==> src/hdl/rslm_pkg.sv <==
package rslm_pkg;

    localparam int unsigned SampleW   = 12;
    localparam int unsigned CodeW     = 16;
    localparam int unsigned SmallW    = 7;
    localparam int unsigned WinW      = 11;
    localparam int unsigned StepW     = 16;
    localparam int unsigned CfgDataW  = 16;
    localparam int unsigned SumW      = 34;
    localparam int unsigned CountW    = 10;
    localparam int unsigned DivW      = SumW + 8;
    localparam int unsigned QuotW     = 32;
    localparam int unsigned MantW     = 31;
    localparam int unsigned LogW      = 20;
    localparam int unsigned ProdW     = 39;
    localparam int unsigned IterW     = 6;

    localparam logic [WinW-1:0]   MaxWindow    = 11'd1024;
    localparam logic [CodeW-1:0]  Midscale     = 16'd32768;
    localparam logic [SmallW-1:0] MaxSteps     = 7'd100;
    localparam logic [18:0]       DbPerOctave  = 19'd394566;
    localparam logic [LogW-1:0]   FullLog      = 20'd983040;

    typedef enum logic {
        CFG_WINDOW_LENGTH = 1'b0,
        CFG_LEVEL_STEP    = 1'b1
    } t_cfg_idx;

    typedef enum logic [2:0] {
        ST_IDLE,
        ST_DIV,
        ST_SQRT,
        ST_INT,
        ST_LOG,
        ST_LVL_MUL,
        ST_LVL_FIN,
        ST_OUT
    } t_state;

endpackage

==> src/hdl/rslm_sample_if.sv <==
interface rslm_sample_if;
    logic                          valid;
    logic                          ready;
    logic [rslm_pkg::SampleW-1:0] sample;
    modport source (output valid, output sample, input ready);
    modport sink   (input valid, input sample, output ready);
endinterface

==> src/hdl/rslm_result_if.sv <==
interface rslm_result_if;
    logic                         valid;
    logic                         ready;
    logic [rslm_pkg::CodeW-1:0]  rms_code;
    logic [rslm_pkg::CodeW-1:0]  magnitude;
    logic [rslm_pkg::SmallW-1:0] intensity;
    logic [rslm_pkg::SmallW-1:0] level;
    modport source (output valid, output rms_code, output magnitude, output intensity,
                    output level, input ready);
    modport sink   (input valid, input rms_code, input magnitude, input intensity,
                    input level, output ready);
endinterface

==> src/hdl/rslm_cfg_if.sv <==
interface rslm_cfg_if;
    logic                           valid;
    logic                           ready;
    rslm_pkg::t_cfg_idx             index;
    logic [rslm_pkg::CfgDataW-1:0] data;
    modport source (output valid, output index, output data, input ready);
    modport sink   (input valid, input index, input data, output ready);
endinterface

==> src/hdl/rms_sound_level_meter_core.sv <==
// windowed rms sound level meter: each accepted sample request adds its square to a
// running sum; after window_length samples the block computes one result (rms in q12.4
// codes, magnitude from midscale, intensity step count, level in dbfs plus 100) and clears
// the sum. a sample that does not close the window is taken in the idle state, so such samples can
// follow back to back. a window-closing sample keeps the sample input busy through these
// serial steps in order: restoring division, bit-pair square root, intensity stepping
// (one step at a time, capped at 100), log2 squaring, the level multiply and rounding,
// and the handoff of the result to the output register. these serial loops on the
// shared datapath set the time. the finished result waits in the output register, so
// samples of the next window are taken meanwhile; the sequencer only holds if a second
// result is ready while the first is still not taken. config writes are always taken and
// must only be issued while no window is being computed.
module rms_sound_level_meter_core (
    input  logic             i_clk,
    input  logic             i_rst_n,
    rslm_sample_if.sink      i_smp,
    rslm_cfg_if.sink         i_cfg,
    rslm_result_if.source    o_res
);

    // configuration
    logic [rslm_pkg::WinW-1:0]   r_win_len;
    logic [rslm_pkg::StepW-1:0]  r_step;

    // accumulation state
    logic [rslm_pkg::SumW-1:0]   r_sum,  n_sum;
    logic [rslm_pkg::CountW-1:0] r_cnt,  n_cnt;

    // sequencer and shared datapath registers
    rslm_pkg::t_state            r_state, n_state;
    logic [rslm_pkg::IterW-1:0]  r_iter,  n_iter;
    logic [rslm_pkg::WinW-1:0]   r_n,     n_n;
    logic [rslm_pkg::DivW-1:0]   r_dq,    n_dq;
    logic [rslm_pkg::WinW-1:0]   r_rem,   n_rem;
    logic [rslm_pkg::QuotW-1:0]  r_root,  n_root;
    logic [rslm_pkg::QuotW:0]    r_bit,   n_bit;
    logic [17:0]                 r_acc,   n_acc;
    logic [rslm_pkg::MantW-1:0]  r_y,     n_y;
    logic [rslm_pkg::LogW-1:0]   r_log,   n_log;
    logic [rslm_pkg::ProdW-1:0]  r_prod,  n_prod;

    // result registers
    logic [rslm_pkg::CodeW-1:0]  r_rms,   n_rms;
    logic [rslm_pkg::CodeW-1:0]  r_mag,   n_mag;
    logic [rslm_pkg::SmallW-1:0] r_inten, n_inten;
    logic [rslm_pkg::SmallW-1:0] r_level, n_level;

    // output register, decouples a waiting result from the sample input
    logic                        r_out_vld;
    logic [rslm_pkg::CodeW-1:0]  r_out_rms;
    logic [rslm_pkg::CodeW-1:0]  r_out_mag;
    logic [rslm_pkg::SmallW-1:0] r_out_inten;
    logic [rslm_pkg::SmallW-1:0] r_out_level;

    // combinational helpers
    logic [rslm_pkg::WinW-1:0]   win_eff;
    logic [rslm_pkg::StepW-1:0]  step_eff;
    logic [rslm_pkg::WinW-1:0]   n_samples;
    logic [2*rslm_pkg::SampleW-1:0] smp_sq;
    logic [rslm_pkg::WinW:0]     div_trial;
    logic [rslm_pkg::QuotW:0]    sqrt_trial;
    logic [3:0]                  lead;
    logic [61:0]                 y_sq;
    logic [rslm_pkg::CodeW-1:0]  rms_sat;
    logic [rslm_pkg::CodeW-1:0]  mag_calc;
    logic [40:0]                 lvl_q32;
    logic                        smp_req;
    logic                        out_free;

    assign smp_req     = i_smp.valid && i_smp.ready;
    assign i_smp.ready = (r_state == rslm_pkg::ST_IDLE);
    assign i_cfg.ready = 1'b1;

    // output register can take a new result when empty or being emptied
    assign out_free = !r_out_vld || o_res.ready;

    assign o_res.valid     = r_out_vld;
    assign o_res.rms_code  = r_out_rms;
    assign o_res.magnitude = r_out_mag;
    assign o_res.intensity = r_out_inten;
    assign o_res.level     = r_out_level;

    // window length and step clamped to their legal ranges
    always_comb begin
        if (r_win_len == '0) begin
            win_eff = rslm_pkg::WinW'(1);
        end else if (r_win_len > rslm_pkg::MaxWindow) begin
            win_eff = rslm_pkg::MaxWindow;
        end else begin
            win_eff = r_win_len;
        end
        step_eff = (r_step == '0) ? rslm_pkg::StepW'(1) : r_step;
    end

    assign n_samples  = {1'b0, r_cnt} + rslm_pkg::WinW'(1);
    assign smp_sq     = i_smp.sample * i_smp.sample;
    // one restoring division step: shift in the next dividend bit
    assign div_trial  = {r_rem, r_dq[rslm_pkg::DivW-1]} - {1'b0, r_n};
    // one square root step: compare against root plus the current bit pair
    assign sqrt_trial = {1'b0, r_dq[rslm_pkg::QuotW-1:0]} - ({1'b0, r_root} + r_bit);
    assign y_sq       = {31'b0, r_y} * {31'b0, r_y};
    assign rms_sat    = (r_root > 32'h0000_FFFF) ? 16'hFFFF : r_root[15:0];
    assign mag_calc   = (rms_sat >= rslm_pkg::Midscale) ? rms_sat - rslm_pkg::Midscale
                                                        : rslm_pkg::Midscale - rms_sat;
    // 100 in q32 minus the loss
    assign lvl_q32    = {2'b0, 7'd100, 32'b0} - {2'b0, r_prod};

    // leading one of the magnitude, capped at bit 15
    always_comb begin
        lead = '0;
        for (int i = 1; i < 16; i++) begin
            if (r_mag[i]) begin
                lead = 4'(i);
            end
        end
    end

    always_comb begin
        n_state = r_state;
        n_sum   = r_sum;
        n_cnt   = r_cnt;
        n_iter  = r_iter;
        n_n     = r_n;
        n_dq    = r_dq;
        n_rem   = r_rem;
        n_root  = r_root;
        n_bit   = r_bit;
        n_acc   = r_acc;
        n_y     = r_y;
        n_log   = r_log;
        n_prod  = r_prod;
        n_rms   = r_rms;
        n_mag   = r_mag;
        n_inten = r_inten;
        n_level = r_level;
        unique case (r_state)
            rslm_pkg::ST_IDLE: begin
                if (smp_req) begin
                    if (n_samples < win_eff) begin
                        n_sum = r_sum + rslm_pkg::SumW'(smp_sq);
                        n_cnt = n_samples[rslm_pkg::CountW-1:0];
                    end else begin
                        // window closes: load dividend 256*sum, clear the accumulator
                        n_dq    = {r_sum + rslm_pkg::SumW'(smp_sq), 8'b0};
                        n_n     = n_samples;
                        n_rem   = '0;
                        n_iter  = '0;
                        n_sum   = '0;
                        n_cnt   = '0;
                        n_state = rslm_pkg::ST_DIV;
                    end
                end
            end
            rslm_pkg::ST_DIV: begin
                if (!div_trial[rslm_pkg::WinW]) begin
                    n_rem = div_trial[rslm_pkg::WinW-1:0];
                    n_dq  = {r_dq[rslm_pkg::DivW-2:0], 1'b1};
                end else begin
                    n_rem = {r_rem[rslm_pkg::WinW-2:0], r_dq[rslm_pkg::DivW-1]};
                    n_dq  = {r_dq[rslm_pkg::DivW-2:0], 1'b0};
                end
                n_iter = r_iter + 1'b1;
                if (r_iter == rslm_pkg::IterW'(rslm_pkg::DivW - 1)) begin
                    n_root  = '0;
                    n_bit   = {3'b001, 30'b0};
                    n_iter  = '0;
                    n_state = rslm_pkg::ST_SQRT;
                end
            end
            rslm_pkg::ST_SQRT: begin
                // quotient stays in the low bits of r_dq as the running remainder
                if (!sqrt_trial[rslm_pkg::QuotW]) begin
                    n_dq   = {r_dq[rslm_pkg::DivW-1:rslm_pkg::QuotW],
                              sqrt_trial[rslm_pkg::QuotW-1:0]};
                    n_root = (r_root >> 1) + r_bit[rslm_pkg::QuotW-1:0];
                end else begin
                    n_root = r_root >> 1;
                end
                n_bit  = r_bit >> 2;
                n_iter = r_iter + 1'b1;
                if (r_iter == rslm_pkg::IterW'(15)) begin
                    n_state = rslm_pkg::ST_INT;
                end
            end
            rslm_pkg::ST_INT: begin
                if (r_iter == rslm_pkg::IterW'(16)) begin
                    // first cycle here: latch rms and magnitude, start step count
                    n_rms   = rms_sat;
                    n_mag   = mag_calc;
                    n_acc   = {2'b0, step_eff};
                    n_inten = '0;
                    n_iter  = '0;
                end else if (r_inten < rslm_pkg::MaxSteps && r_acc < {2'b0, r_mag}) begin
                    n_inten = r_inten + 1'b1;
                    n_acc   = r_acc + {2'b0, step_eff};
                end else begin
                    n_y     = rslm_pkg::MantW'({15'b0, r_mag} << (5'd30 - {1'b0, lead}));
                    n_log   = {lead, 16'b0};
                    n_iter  = '0;
                    n_state = rslm_pkg::ST_LOG;
                end
            end
            rslm_pkg::ST_LOG: begin
                // one fraction bit of log2 per squaring
                if (y_sq[61]) begin
                    n_y   = y_sq[61:31];
                    n_log = r_log | rslm_pkg::LogW'(20'h08000 >> r_iter[3:0]);
                end else begin
                    n_y   = y_sq[60:30];
                end
                n_iter = r_iter + 1'b1;
                if (r_iter == rslm_pkg::IterW'(15)) begin
                    n_state = rslm_pkg::ST_LVL_MUL;
                end
            end
            rslm_pkg::ST_LVL_MUL: begin
                n_prod  = {19'b0, rslm_pkg::FullLog - r_log} * {20'b0, rslm_pkg::DbPerOctave};
                n_state = rslm_pkg::ST_LVL_FIN;
            end
            rslm_pkg::ST_LVL_FIN: begin
                if (r_mag == '0) begin
                    n_level = '0;
                end else if (r_log >= rslm_pkg::FullLog) begin
                    n_level = rslm_pkg::MaxSteps;
                end else begin
                    n_level = rslm_pkg::SmallW'((lvl_q32 + 41'h0_8000_0000) >> 32);
                end
                n_state = rslm_pkg::ST_OUT;
            end
            rslm_pkg::ST_OUT: begin
                // hand the result over once the output register is free
                if (out_free) begin
                    n_state = rslm_pkg::ST_IDLE;
                end
            end
            default: begin
                n_state = rslm_pkg::ST_IDLE;
            end
        endcase
    end

    always_ff @(posedge i_clk) begin
        if (!i_rst_n) begin
            r_state   <= rslm_pkg::ST_IDLE;
            r_sum     <= '0;
            r_cnt     <= '0;
            r_win_len <= rslm_pkg::WinW'(10);
            r_step    <= rslm_pkg::StepW'(328);
            r_iter    <= '0;
        end else begin
            r_state <= n_state;
            r_sum   <= n_sum;
            r_cnt   <= n_cnt;
            r_iter  <= n_iter;
            if (i_cfg.valid) begin
                unique case (i_cfg.index)
                    rslm_pkg::CFG_WINDOW_LENGTH: r_win_len <= i_cfg.data[rslm_pkg::WinW-1:0];
                    rslm_pkg::CFG_LEVEL_STEP:    r_step    <= i_cfg.data;
                    default: ;
                endcase
            end
        end
    end

    always_ff @(posedge i_clk) begin
        r_n     <= n_n;
        r_dq    <= n_dq;
        r_rem   <= n_rem;
        r_root  <= n_root;
        r_bit   <= n_bit;
        r_acc   <= n_acc;
        r_y     <= n_y;
        r_log   <= n_log;
        r_prod  <= n_prod;
        r_rms   <= n_rms;
        r_mag   <= n_mag;
        r_inten <= n_inten;
        r_level <= n_level;
    end

    // output register valid flag
    always_ff @(posedge i_clk) begin
        if (!i_rst_n) begin
            r_out_vld <= 1'b0;
        end else if (r_state == rslm_pkg::ST_OUT && out_free) begin
            r_out_vld <= 1'b1;
        end else if (o_res.ready) begin
            r_out_vld <= 1'b0;
        end
    end

    always_ff @(posedge i_clk) begin
        if (r_state == rslm_pkg::ST_OUT && out_free) begin
            r_out_rms   <= r_rms;
            r_out_mag   <= r_mag;
            r_out_inten <= r_inten;
            r_out_level <= r_level;
        end
    end

endmodule

==> src/flat_wrapper.sv <==
// flat-port wrapper written by rule: the top's interface ports become plain ports
module rms_sound_level_meter_core_flat 
  (i_clk, i_rst_n, i_smp_valid, i_smp_sample, i_smp_ready, i_cfg_valid, i_cfg_index, i_cfg_data, i_cfg_ready, o_res_valid, o_res_rms_code, o_res_magnitude, o_res_intensity, o_res_level, o_res_ready);
  rslm_sample_if i_smp_i ();
  rslm_cfg_if i_cfg_i ();
  rslm_result_if o_res_i ();
  input  logic i_clk;
  input  logic i_rst_n;
  input wire logic [$bits(i_smp_i.valid)-1:0] i_smp_valid;
  input wire logic [$bits(i_smp_i.sample)-1:0] i_smp_sample;
  output wire logic [$bits(i_smp_i.ready)-1:0] i_smp_ready;
  input wire logic [$bits(i_cfg_i.valid)-1:0] i_cfg_valid;
  input wire logic [$bits(i_cfg_i.index)-1:0] i_cfg_index;
  input wire logic [$bits(i_cfg_i.data)-1:0] i_cfg_data;
  output wire logic [$bits(i_cfg_i.ready)-1:0] i_cfg_ready;
  output wire logic [$bits(o_res_i.valid)-1:0] o_res_valid;
  output wire logic [$bits(o_res_i.rms_code)-1:0] o_res_rms_code;
  output wire logic [$bits(o_res_i.magnitude)-1:0] o_res_magnitude;
  output wire logic [$bits(o_res_i.intensity)-1:0] o_res_intensity;
  output wire logic [$bits(o_res_i.level)-1:0] o_res_level;
  input wire logic [$bits(o_res_i.ready)-1:0] o_res_ready;
  assign i_smp_i.valid = i_smp_valid;
  assign i_smp_i.sample = i_smp_sample;
  assign i_smp_ready = i_smp_i.ready;
  assign i_cfg_i.valid = i_cfg_valid;
  assign i_cfg_i.index = i_cfg_index;
  assign i_cfg_i.data = i_cfg_data;
  assign i_cfg_ready = i_cfg_i.ready;
  assign o_res_valid = o_res_i.valid;
  assign o_res_rms_code = o_res_i.rms_code;
  assign o_res_magnitude = o_res_i.magnitude;
  assign o_res_intensity = o_res_i.intensity;
  assign o_res_level = o_res_i.level;
  assign o_res_i.ready = o_res_ready;
  rms_sound_level_meter_core u_core (.i_clk(i_clk), .i_rst_n(i_rst_n), .i_smp(i_smp_i), .i_cfg(i_cfg_i), .o_res(o_res_i));
endmodule
==> config.mk <==
export PLATFORM = sky130hd
export DESIGN_NAME = rms_sound_level_meter_core_flat
export DESIGN_NICKNAME = d
export VERILOG_FILES = /design/src/hdl/rslm_pkg.sv /design/src/hdl/rslm_sample_if.sv /design/src/hdl/rslm_result_if.sv /design/src/hdl/rslm_cfg_if.sv /design/src/hdl/rms_sound_level_meter_core.sv /design/src/flat_wrapper.sv
export SDC_FILE = /design/constraint.sdc
export NUM_CORES = 2
export LEC_CHECK = 0
export BUFFER_PORTS_ARGS = -buffer_cell sky130_fd_sc_hd__buf_2
export CORE_AREA = 4 4 333 335
export CTS_CLUSTER_DIAMETER = 60
export DETAILED_ROUTE_END_ITERATION = 8
export DIE_AREA = 0 0 337 339
export PLACE_DENSITY = 0.71
export SLEW_MARGIN = 20
export SYNTH_ARGS = -nofsm -noshare
export SYNTH_HDL_FRONTEND = slang
export SYNTH_SLANG_ARGS = --single-unit
==> constraint.sdc <==
create_clock -name i_clk -period 10.88 [get_ports i_clk]
set_clock_uncertainty 0.05 [all_clocks]
set_input_delay 0.544 -clock i_clk [delete_from_list [all_inputs] [get_ports i_clk]]
set_output_delay 0.544 -clock i_clk [all_outputs]
set_load 0.05 [all_outputs]
After elaboration in Yosys (flattened, before gate mapping)
Cells that the tools add are included.

storage, ports and cells
  register bits after elaboration = 409
  input bits = 34
  output and inout port bits = 49
  logic and storage cells = 176

cells by class
  $add $sub $neg = 15
  $mul = 3
  order comparisons = 7
  equal/unequal tests = 21
  shift-type cells = 2
  mux-type cells = 65
  bitwise logic cells = 4
  reductions and logical operators = 32

operators by type and width
  kind                                                                               count
  42-bit one-hot mux with 3 select lines                                             1
  32-bit 2-to-1 mux                                                                  3
  31-bit 2-to-1 mux                                                                  3
  42-bit 2-to-1 mux                                                                  2
  33-bit one-hot mux with 2 select lines                                             1
  16-bit 2-to-1 mux                                                                  4
  32-bit one-hot mux with 2 select lines                                             1
  31-bit by 31-bit multiplier with 62-bit output                                     1
  31-bit one-hot mux with 2 select lines                                             1
  20-bit 2-to-1 mux                                                                  3
  4-bit 2-to-1 mux                                                                   14
  11-bit 2-to-1 mux                                                                  5
  20-bit one-hot mux with 2 select lines                                             1
  39-bit by 32-bit adder with 39-bit output, second input constant                   1
  39-bit subtractor, first input constant                                            1
  20-bit by 18-bit multiplier with 38-bit output, second input constant              1
  34-bit by 24-bit adder with 34-bit output                                          1
  34-bit 2-to-1 mux                                                                  1
  32-bit by 33-bit adder with 33-bit output                                          1
  33-bit 2-to-1 mux                                                                  1
  32-bit by 33-bit subtractor with 33-bit output                                     1
  31-bit by 32-bit adder with 32-bit output                                          1
  32-bit by 16-bit greater-than comparator with 1-bit output, second input constant  1
  16-bit zero test                                                                   2
  51 further kinds                                                                   97

Longest topological paths before layout
  depth after elaboration = 20
  mapped depth = 34
  gate-level depth less buffers = 30

Worst setup path after synthesis
No wires, ideal clock.

  path type = flip-flop to flip-flop
  from = reg u_core.r_y[12] (netlist name)
  to = reg u_core.r_log[0] (netlist name) (enable)
  setup time = 0.390 ns
  arrival time = 8.261 ns
  slack = 2.179 ns
  stages on the path, launching flop included = 29
  path buffers = 2
  clock period less this slack = 8.701 ns
  cell sequence = edfxtp_1 > clkbuf_1 > clkbuf_1 > nand2_1 > fa_1 > inv_1 > fa_1 > fa_1 > inv_1 > fa_1 > inv_1 > fa_1 > fa_1 > fa_1 > inv_1 > fa_1 > inv_1 > ha_1 > a21oi_1 > o21ai_1 > a2111o_1 > a211oi_2 > nor4_2 > o211ai_2 > and3b_4 > a21oi_4 > xor2_4 > nor2_1 > nor2b_1

on the way
  longest elaborated chain between the ends = 3

ends and longest elaborated chain
  element                                             RTL line                           source
  from (decl)                                         rms_sound_level_meter_core.sv:38   logic [rslm_pkg::MantW-1:0] r_y, n_y;
  from (signal assigned)                              rms_sound_level_meter_core.sv:272  r_y <= n_y;
  31-bit by 31-bit multiplier with 62-bit output      rms_sound_level_meter_core.sv:101  assign y_sq = {31'b0, r_y} * {31'b0, r_y};
  2-bit by 1-bit != test with 1-bit output (no line)  --
  4-bit AND reduction (no line)                       --
  to (signal assigned)                                rms_sound_level_meter_core.sv:273  r_log <= n_log;
  to (decl)                                           rms_sound_level_meter_core.sv:39   logic [rslm_pkg::LogW-1:0] r_log, n_log;

No other way between the ends.
A chain may end at the register's enable or synchronous reset.

Final worst setup path
  from = reg u_core.r_y[12] (netlist name)
  to = reg u_core.r_y[25] (netlist name), data pin

on the way
  longest elaborated chain between the ends = 3

ends and longest elaborated chain
  element                                         RTL line                           source
  31-bit by 31-bit multiplier with 62-bit output  rms_sound_level_meter_core.sv:101
  31-bit 2-to-1 mux                               rms_sound_level_meter_core.sv:205  if (y_sq[61]) begin
  31-bit one-hot mux with 2 select lines          rms_sound_level_meter_core.sv:136  unique case (r_state)
  via u_core.n_y (one bit)                        rms_sound_level_meter_core.sv:38

The timed path passes the listed nets, and every way through them passes these cells.

==> out/metrics.yaml <==
critical_path:
  critPathRequiredTime_ns: 11.15
  cp_slowest_cell: "edfxtp_1"
  critical_path_arrival_ns: 9.91
  rrSetupSlack_ns: 1.24
  crit_path_max_fanout: 21
  criticalPathCategory: "reg -> reg"
  max_stage_delay_ns: 1.00
  crit_family: "adder cells"
  cp-end-kind: "register"
  critPathMostFrequentCell: "fa_1"
  critPathBufInv: 8
  critPathLaunchType: "register"
route:
  antenna_left: 0
  drtIter0Drc: 3023
  post-route-drc-count: 0
  vias: 42900
  wl_per_cell_um: 19.1
  dr.pass1.iters: 8
  wl_um: 148000
  vias_per_cell: 5.56
global_routing:
  grt_pass1_vias: 44800
  grt_max_degree: 71
  antenna_found_initial: 1
  grt_usage_pct: 26.4
  grt_overflow: 0
  grt_pass1_wl_um: 240000
cts:
  cts_setup_buffers: 0
  path_clk_slew_ns: 0.07
  holdBufCountCts: 0
  worstSkewPairLatency_ns: 0.60
  cts_sinks: 390
  numCtsBuffers: 45
  cts_root_buffer: "clkbuf_16"
  cts_resized: 0
  cts_tree: "built"
  cts.path.max_buffers: 3
  htreeDepth: 2
floorplan:
  rows: 121
  die_area_um2: 114000
  die_w_um: 337
  coreArea_um2: 108000
  die_y_um: 339
  start_util_pct: 54.7
  pin_count: 83
power:
  power_density_nw_per_um2: 106
  total_power_mw: 6.67
  irDropWorstVdd_uv: 243
  p_leak_nw: 31.4
sta:
  holdWs_ns: 0.142
  min_period_over_period_pct: 88.6
  grt_setup_unrepaired: "false"
  slew_headroom_pct: 18.3
  setup_tns_ns: 0
  max_freq_mhz: 104
  period_minus_slack_ns: 9.64
  slew_viol_final: 0
  report.final.hold_viol_count: 0
  finalSetupViolCount: 0
  setup_ws_ns: 1.24
  worst_pin_slew_ns: 1.23
placement:
  gp_congestion: 0.970
  port_buffers: 81
  post-dp-hpwl_um: 119000
  dpl_worst_slack_ns: 1.34
synth:
  synth_edf_count: 309
  yosysTopAreaCell: "fa_1"
  avgSynthCellArea_um2: 9.40
  synth_cells: 6286
  yosysUniqueCellTypes: 96
  synth_area_leaders: "fa_1 (32%), edfxtp_1 (16%), ha_1 (13%), inv_1 (9.2%), nand2_1 (3.7%)"
  ys.flop_type: "edfxtp_1"
  syn_area_um2: 59100
  synthArstFlopShare_pct: 0
  yosysTopAreaCellShare_pct: 31.8
  ys_ff_latch: 390
  ys_warn_count: 0
  ys_seq_area_share_pct: 18.4
  synth_nets: 7886
finish:
  syn_to_final_growth_pct: 6.12
  multi_input_area_um2: 41900
  nets: 7877
  layout.area.seq_um2: 10900
  drive_gt1_share_pct: 4.77
  layout_common_cells: "inv_1 (1447), fa_1 (940), ha_1 (626)"
  final_common_cell: "inv_1"
  fill_cells: 9422
min_path:
  min_path_type: "in -> reg"
run:
  max_cap_viol_count: 0
status:
  status: "complete, no violations"
routing by layer:
metal,global-route usage [%],share of wire (%),vias up
met5,0,0,-
met4,8.28,3.7,0
met3,3.37,6.0,295
met2,44.7,49,1329
met1,35.3,42,21400
li1,-,-,19900
logic make-up after synthesis:
group | count (synthesis) | share of synthesized area [%]
multiplexers | 52 | 0.934
other | 1 | 0.00634
buffers and inverters | 1671 | 10.7
flip-flops | 390 | 18.4
XOR/XNOR | 236 | 3.54
AND/OR/NAND/NOR | 1527 | 12.1
adder cells (fa/ha/maj) | 1566 | 45.1
AO/OA/AOI/OAI | 843 | 9.18
flip-flops by register name, summed over array words and instances, names as in the netlist, 18 cells and up:
| name | count |
|---|---|
| u_core.r_acc | 18 |
| u_core.r_dq | 42 |
| u_core.r_log | 20 |
| u_core.r_prod | 38 |
| u_core.r_root | 32 |
| u_core.r_sum | 34 |
| u_core.r_y | 31 |
layout make-up:
cell class	count	area share [%]
antenna	2	0.00798
clock buffer	50	1.89
clock inverter	33	0.664
inverter	1453	8.70
multi-input combinational	4225	66.9
sequential	390	17.4
tap	1414	2.82
timing repair buffer	162	1.68
cell usage after synthesis, types with 78 or more instances:
library cell,instances
inv_1,1447
fa_1,940
ha_1,626
nand2_1,588
nor2_1,341
edfxtp_1,309
a21oi_1,260
and2_1,226
clkbuf_1,192
xnor2_1,145
o21ai_0,141
xor2_1,89
dfxtp_1,81
a21o_1,78
nor3_1,78
stage by stage:
stage | instance area (µm²) | cells | util [%]
floorplan | 59100 | 6286 | -
global placement | 61100 | 7641 | 56.5
detailed placement | 61100 | 7641 | 56.5
CTS | 62700 | 7724 | 58.0
global route | 62700 | 7727 | 58.0
finish | 62700 | 7729 | 58.0
worst reg2reg max path, delay by kind of cell, from the launching register on:
kind            cells  cell delay [ns]
compound gates      7             1.39
xor+xnor            1             0.66
fa+ha+maj           9             4.47
buf+inv             8             1.19
flops               1             1.00
mux                 1             0.19
simple gates        3             0.44
power by group:
part           leakage, nW  switching [mW]  internal, mW
logic                 27.0            1.91          1.28
clock network        0.779           0.671         0.988
registers             3.60          0.0554          1.76
worst paths after layout:
kind | start | to | cells past startpoint
max | u_core.r_y[12] | u_core.r_y[25] | 29
min | i_cfg_data[1] | u_core.r_win_len[1] | 3
max reg2reg | u_core.r_y[12] | u_core.r_y[25] | 29
min reg2reg | u_core.r_level[5] | u_core.o_res.level[5] | 0
Power figures use the tool's default switching activity.
